===== src/rtl/assert_macros.svh =====
// Assertion macros shared by the RTL files of the vertex welder.
// Depends on nothing; the using scope must hold clk and rst_n.
`ifndef ASSERT_MACROS_SVH
`define ASSERT_MACROS_SVH

// Same-cycle implication, disabled while reset is held.
`define VWR_ASSERT_NOW(lbl, ante, cons, msg) \
  lbl: assert property (@(posedge clk) disable iff (!rst_n) (ante) |-> (cons)) else $error(msg);

// Next-cycle implication, disabled while reset is held.
`define VWR_ASSERT_NEXT(lbl, ante, cons, msg) \
  lbl: assert property (@(posedge clk) disable iff (!rst_n) (ante) |=> (cons)) else $error(msg);

`endif


===== src/rtl/vwr_pkg.sv =====
// Types, codes and helper functions of the vertex welder.
// Depends on nothing; used by every RTL file but vwr_ram and assert_macros.svh.
`default_nettype none

package vwr_pkg;

  localparam int IDX_W   = 10;
  localparam int COORD_W = 32;

  typedef enum logic [1:0] {
    OP_VERTEX   = 2'd0,
    OP_TRIANGLE = 2'd1,
    OP_CLEAR    = 2'd2,
    OP_UNUSED   = 2'd3
  } op_t;

  localparam logic [1:0] ST_OK     = 2'd0;
  localparam logic [1:0] ST_FULL   = 2'd1;
  localparam logic [1:0] ST_UNSEEN = 2'd2;

  localparam logic [COORD_W-1:0] NEG_ZERO = 32'h8000_0000;

  typedef enum logic [1:0] {
    SEL_A = 2'd0,
    SEL_B = 2'd1,
    SEL_C = 2'd2
  } corner_sel_t;

  typedef struct packed {
    logic [1:0]         op;
    logic [COORD_W-1:0] pos_x;
    logic [COORD_W-1:0] pos_y;
    logic [COORD_W-1:0] pos_z;
    logic [IDX_W-1:0]   corner_a;
    logic [IDX_W-1:0]   corner_b;
    logic [IDX_W-1:0]   corner_c;
  } in_item_t;

  typedef struct packed {
    logic [1:0]       status;
    logic             is_new;
    logic             kept;
    logic [IDX_W-1:0] index_a;
    logic [IDX_W-1:0] index_b;
    logic [IDX_W-1:0] index_c;
  } out_item_t;

  // Commands from the controller to the datapath.
  typedef struct packed {
    logic        load;
    logic        scan_clr;
    logic        scan_inc;
    logic        hit_commit;
    logic        miss_commit;
    corner_sel_t tri_sel;
    logic        lat_a;
    logic        lat_b;
    logic        tri_fin;
    logic        res_zero;
    logic        res_full;
    logic        clear;
    logic        out_load;
  } cmd_t;

  // Status from the datapath to the controller.
  typedef struct packed {
    op_t  op;
    logic vfull;
    logic uzero;
    logic match;
    logic scan_last;
    logic out_free;
  } stat_t;

  // Minus zero is folded onto plus zero so that the two weld together.
  function automatic logic [COORD_W-1:0] canon_coord(input logic [COORD_W-1:0] v);
    return (v == NEG_ZERO) ? '0 : v;
  endfunction

endpackage

`default_nettype wire


===== src/rtl/vwr_ctrl.sv =====
// Controller state machine of the vertex welder.
// Depends on vwr_pkg for the command and status structs.
`default_nettype none

module vwr_ctrl (
  input  wire logic            clk,
  input  wire logic            rst_n,
  input  wire logic            in_valid,
  output logic                 in_ready,
  input  wire vwr_pkg::stat_t  stat,
  output vwr_pkg::cmd_t        cmd
);

  typedef enum logic [2:0] {
    S_IDLE,
    S_DISP,
    S_SCAN,
    S_MISS,
    S_TB,
    S_TC,
    S_TD,
    S_DONE
  } state_t;

  state_t state_r, state_nxt;

  assign in_ready = (state_r == S_IDLE);

  // Next state and commands.
  always_comb begin
    state_nxt = state_r;
    cmd       = '0;
    cmd.tri_sel = vwr_pkg::SEL_A;
    unique case (state_r)
      S_IDLE: begin
        if (in_valid) begin
          cmd.load  = 1'b1;
          state_nxt = S_DISP;
        end
      end
      S_DISP: begin
        unique case (stat.op)
          vwr_pkg::OP_VERTEX: begin
            if (stat.vfull) begin
              cmd.res_full = 1'b1;
              state_nxt    = S_DONE;
            end else if (stat.uzero) begin
              state_nxt = S_MISS;
            end else begin
              cmd.scan_clr = 1'b1;
              state_nxt    = S_SCAN;
            end
          end
          vwr_pkg::OP_TRIANGLE: begin
            cmd.tri_sel = vwr_pkg::SEL_A;
            state_nxt   = S_TB;
          end
          vwr_pkg::OP_CLEAR: begin
            cmd.clear    = 1'b1;
            cmd.res_zero = 1'b1;
            state_nxt    = S_DONE;
          end
          default: begin
            cmd.res_zero = 1'b1;
            state_nxt    = S_DONE;
          end
        endcase
      end
      S_SCAN: begin
        if (stat.match) begin
          cmd.hit_commit = 1'b1;
          state_nxt      = S_DONE;
        end else if (stat.scan_last) begin
          state_nxt = S_MISS;
        end else begin
          cmd.scan_inc = 1'b1;
        end
      end
      S_MISS: begin
        cmd.miss_commit = 1'b1;
        state_nxt       = S_DONE;
      end
      S_TB: begin
        cmd.lat_a   = 1'b1;
        cmd.tri_sel = vwr_pkg::SEL_B;
        state_nxt   = S_TC;
      end
      S_TC: begin
        cmd.lat_b   = 1'b1;
        cmd.tri_sel = vwr_pkg::SEL_C;
        state_nxt   = S_TD;
      end
      S_TD: begin
        cmd.tri_fin = 1'b1;
        state_nxt   = S_DONE;
      end
      S_DONE: begin
        if (stat.out_free) begin
          cmd.out_load = 1'b1;
          state_nxt    = S_IDLE;
        end
      end
      default: begin
        state_nxt = S_IDLE;
      end
    endcase
  end

  // State register.
  always_ff @(posedge clk) begin
    if (!rst_n) begin
      state_r <= S_IDLE;
    end else begin
      state_r <= state_nxt;
    end
  end

endmodule

`default_nettype wire


===== config.mk =====
export PLATFORM = sky130hd
export DESIGN_NAME = vwr_ctrl
export DESIGN_NICKNAME = d
export VERILOG_FILES = /design/src/rtl/assert_macros.svh /design/src/rtl/vwr_pkg.sv /design/src/rtl/vwr_ctrl.sv
export SDC_FILE = /design/constraint.sdc
export NUM_CORES = 1
export LEC_CHECK = 0
export ABC_CLOCK_PERIOD_IN_PS = 1200
export BUFFER_PORTS_ARGS = -buffer_cell sky130_fd_sc_hd__buf_2
export CORE_AREA = 4 4 41 43
export CTS_CLUSTER_SIZE = 16
export DETAILED_ROUTE_END_ITERATION = 10
export DIE_AREA = 0 0 45 47
export GPL_ROUTABILITY_DRIVEN = 1
export MAX_ROUTING_LAYER = met4
export PLACE_DENSITY_LB_ADDON = 0.2
export SKIP_LAST_GASP = 1
export SYNTH_ARGS = -nofsm -noshare
export SYNTH_HDL_FRONTEND = slang
export SYNTH_SLANG_ARGS = --single-unit

===== constraint.sdc =====
create_clock -name clk -period 1.2 [get_ports clk]
set_input_delay 0 -clock clk [delete_from_list [all_inputs] [get_ports clk]]
set_output_delay 0 -clock clk [all_outputs]
set_load 0.02 [all_outputs]

# [After elaboration in Yosys (flattened, before gate mapping)]
# Index checks and enable logic that the tools add are counted.
[classes] multipliers=0 n_reduce_logical=5 n_mux=30 magnitude_cmp=0 n_eq_ne=12 bitwise_logic=0 addsub=0 div=0 shift=0
[op_table] cell="$pmux 3 s7" count=1
[op_table] cell="$mux 1" count=20
[op_table] cell="$mux 3" count=6
[op_table] cell="$eq 3x3->1 const B" count=4
[op_table] cell="$eq 3x2->1 const B" count=2
[op_table] cell="$pmux 3 s2" count=1
[op_table] cell="$ne 2x2->1 const B" count=2
[op_table] cell="$pmux 2 s2" count=1
[op_table] cell="$reduce_or 2->1" count=2
[op_table] cell="$eq 3x1->1 const B" count=1
[op_table] cell="$logic_not 3->1" count=1
[op_table] cell="$ne 3x3->1 const B" count=1
[op_table] cell="$reduce_and 3->1" count=1
[op_table] cell="$eq 2x1->1 const B" count=1
[op_table] cell="$eq 2x2->1 const B" count=1
[op_table] cell="$logic_not 2->1" count=1
[op_table] cell="$mux 2" count=1
[totals] in_bits=10 latchBits=0 rom_bits=0 n_memories=0 wordCells=48 out_inout_bits=15 ramBits=0 register_bits=3

# [Depth between registers and ports, before layout]
[depth] depth_word=4 mapped_depth=4 ltp_nobuf=3

# [Worst setup path before layout]
# Ideal clock, no wire load.
[synth_path] path_type="flip-flop to output port" startpoint="reg state_r[2]" endpoint="out cmd[13] (netlist bit)" slack_ps=51 stages_incl_launch_ff=4 t_arrival_ps=1149 cell_sequence="dfxtp_1 buf_4 nor3_2 and2_1"
[synth_lines] element="start, declared" line_no="vwr_ctrl.sv:25" source="state_t state_r, state_nxt;"
[synth_lines] element="start signal, assigned" line_no="vwr_ctrl.sv:114" source="state_r <= state_nxt;"
[synth_lines] element="end, declared" line_no="vwr_ctrl.sv:11" source="output vwr_pkg::cmd_t cmd"

==> impl_metrics.ini <==
[sta]
rsz0062_at_grt = yes
max_clock_freq_mhz = 852
layout_setup_ws_ns = 0.0258
finalCriticalPeriod_ns = 1.17
drv_slew = 0
hold_viol = 0
fin_crit_sh_pct = 97.9
setup_viol = 0
fin_skew_ns = 0.00511
fin_tns_setup_ns = 0
maxSlewHeadroom_pct = 74.9
fin_hold_ws_ns = 0.0299
worst_pin_slew_ns = 0.371

[min_path]
holdCritPathClass = in -> reg

[grt]
grt_max_degree = 14
track_usage_pct = 11.3
grt_overflow_total = 0
antenna_found_initial = 0
grt_pass1_wl_mm = 1.64
grt_pass1_vias = 409

[power]
p_per_area_mw_per_mm2 = 1130
power_leakage_nw = 0.318
peakVddDrop_v = 0.000472

[yosys]
synth.largest_area_cell = dfxtp_1
syn_inst = 44
ys_seq_area_share_pct = 17.5
syn_nets = 54
synth_compound_area_share_pct = 18.2
synthTopCellsByArea = dfxtp_1 (18%), nor2_1 (8.8%), buf_4 (6.6%)
synthMuxAreaShare_pct = 0
yosys.area_share.adder_pct = 0
ys_warn_count = 0
avgSynthCellArea_um2 = 7.79
yosysTopAreaCellShare_pct = 17.5
yosys.area_share.simple_pct = 51.1
netlist_area_um2 = 343
synth-seq-cells = 3
synth_top_family_by_area = simple AND/OR/NAND/NOR gates
netlist-cell-type-count = 25
yosys.area_share.xor_xnor_pct = 0

[setup_path]
reg2reg_from = state_r[1]
crit_path_end = cmd[11]
endpoint_kind = output port
worst-path-max-fanout = 6
cp-startpoint = state_r[0]
required_ns = 1.20
r2r_end = state_r[0]
worstRegToRegCells = 3
worstSetupPathType = reg -> out
worstPathArrival_ns = 1.17
critPathLaunchType = flip-flop
r2r_slack_ns = 0.09

[placement]
dpl_cell_area_um2 = 455
io_buffers = 24
place_congestion = 0.733
dp_hpwl_um = 728
post-place-ws_ns = 0.0750

[floorplanning]
io_pins = 25
die_h_um = 47
rows = 13
fp.dieW_um = 45
core_area_mm2 = 0.00130
initial_core_util_pct = 26.3
dieArea_mm2 = 0.00212

[clocking]
cts.sinks = 3
postCtsHoldBufs = 0
worstSkewPairLatency_ns = 0.23
cts-buffers-inserted = 3
cts_tree = yes
htree_levels = 1
path_clk_slew_ns = 0.04
cts_root_buffer = clkbuf_4
cts_buffer_depth = 2

[cells_and_area]
fin_area_um2 = 624
final_common_cell = buf_2
fin_nets = 90
diodes = 0
largest_register_ff_count = 3
n_fill_cell = 144
largest-register = state_r
drive_gt1_share_pct = 69.6
final_cell_mix = buf_2 (19), buf_4 (13), nor2_1 (6)
largestRegisters = state_r x3
syn_to_final_growth_pct = 82.1

[routing]
vias_per_cell = 4.80
first_pass_iters = 4
vias = 451
antenna_left = 0
routed_wirelength_mm = 1.11
drc = 0
drt_iter0_drc = 5
avgRoutedWirePerCell_um = 11.8

[job]
cap_violations = 0

[run_status]
status = finished, final reports clean
worst min path at each step:
stage / startpoint / endpoint / slack (ns) / cells past startpoint
detailed placement: rst_n / state_r[2] / 0.27 / 2
global route: rst_n / state_r[2] / 0.02 / 2
floorplan: stat[5] / cmd[1] / 0.05 / 1
finish: rst_n / state_r[2] / 0.03 / 2
global placement: rst_n / state_r[2] / 0.26 / 2
CTS: rst_n / state_r[2] / 0.02 / 2
through the flow:
step	total power, mW	std cells	util, %
2_1_floorplan	0.341	44	-
5_1_grt	0.756	94	48.0
3_3_place_gp	0.404	80	35.0
6_report	0.706	94	48.0
4_1_cts	0.620	88	40.2
3_5_place_dp	0.404	80	35.0
worst max-delay path: stages, from the launching register on:
cell     delay (ns)
dfxtp_4        0.36
buf_4          0.16
nor2_2         0.12
and3_4         0.20
buf_6          0.11
metal layers:
layer	vias up	track usage (%)	share of wire, %
met3	2	4.98	9.4
met5	-	-	0
met2	23	18.1	48
li1	229	-	-
met1	197	11.8	41
met4	0	5.85	0.90
timing repair:
item | CTS | global route
buffers inserted | 4 | 6
resized for setup | 6 | 18
endpoints found under the setup margin | 13 | 8
pin swaps | 0 | 6
cells in the mapped netlist:
cell type	count
and3_4	1
nor4b_2	1
dfxtp_1	3
a2bb2oi_1	1
o41ai_1	1
nor3b_1	2
nor2b_1	1
clkbuf_4	1
a211oi_2	1
nor4_2	1
and4bb_2	1
nor3_1	3
nor3_2	1
buf_6	1
o31a_1	1
nand2_1	5
buf_4	3
and2_1	1
o211a_1	1
and3b_1	2
o21ai_0	1
inv_1	1
nor2_1	8
nand3_1	1
o21ai_2	1
power breakdown:
part | switching [mW] | total [mW] | leakage, nW | internal [mW]
Sequential | 0.0324 | 0.153 | 0.0267 | 0.120
Clock | 0.0522 | 0.177 | 0.0150 | 0.125
Combinational | 0.183 | 0.377 | 0.276 | 0.193
Total | 0.268 | 0.706 | 0.318 | 0.438
cell type report:
type,count,area (um2),area share [%]
multi-input cells,35,267,42.7
repair buffers,36,238,38.1
flip-flops and latches,3,71.3,11.4
clock buffers,4,26.3,4.21
well taps,15,18.8,3.01
inverters,1,3.75,0.601
cell families after synthesis:
| kind of cell | Yosys count |
|---|---|
| AO/OA/AOI/OAI | 7 |
| AND/OR/NAND/NOR | 28 |
| flip-flops | 3 |
| buffers and inverters | 6 |
Power figures use the tool's default switching activity.
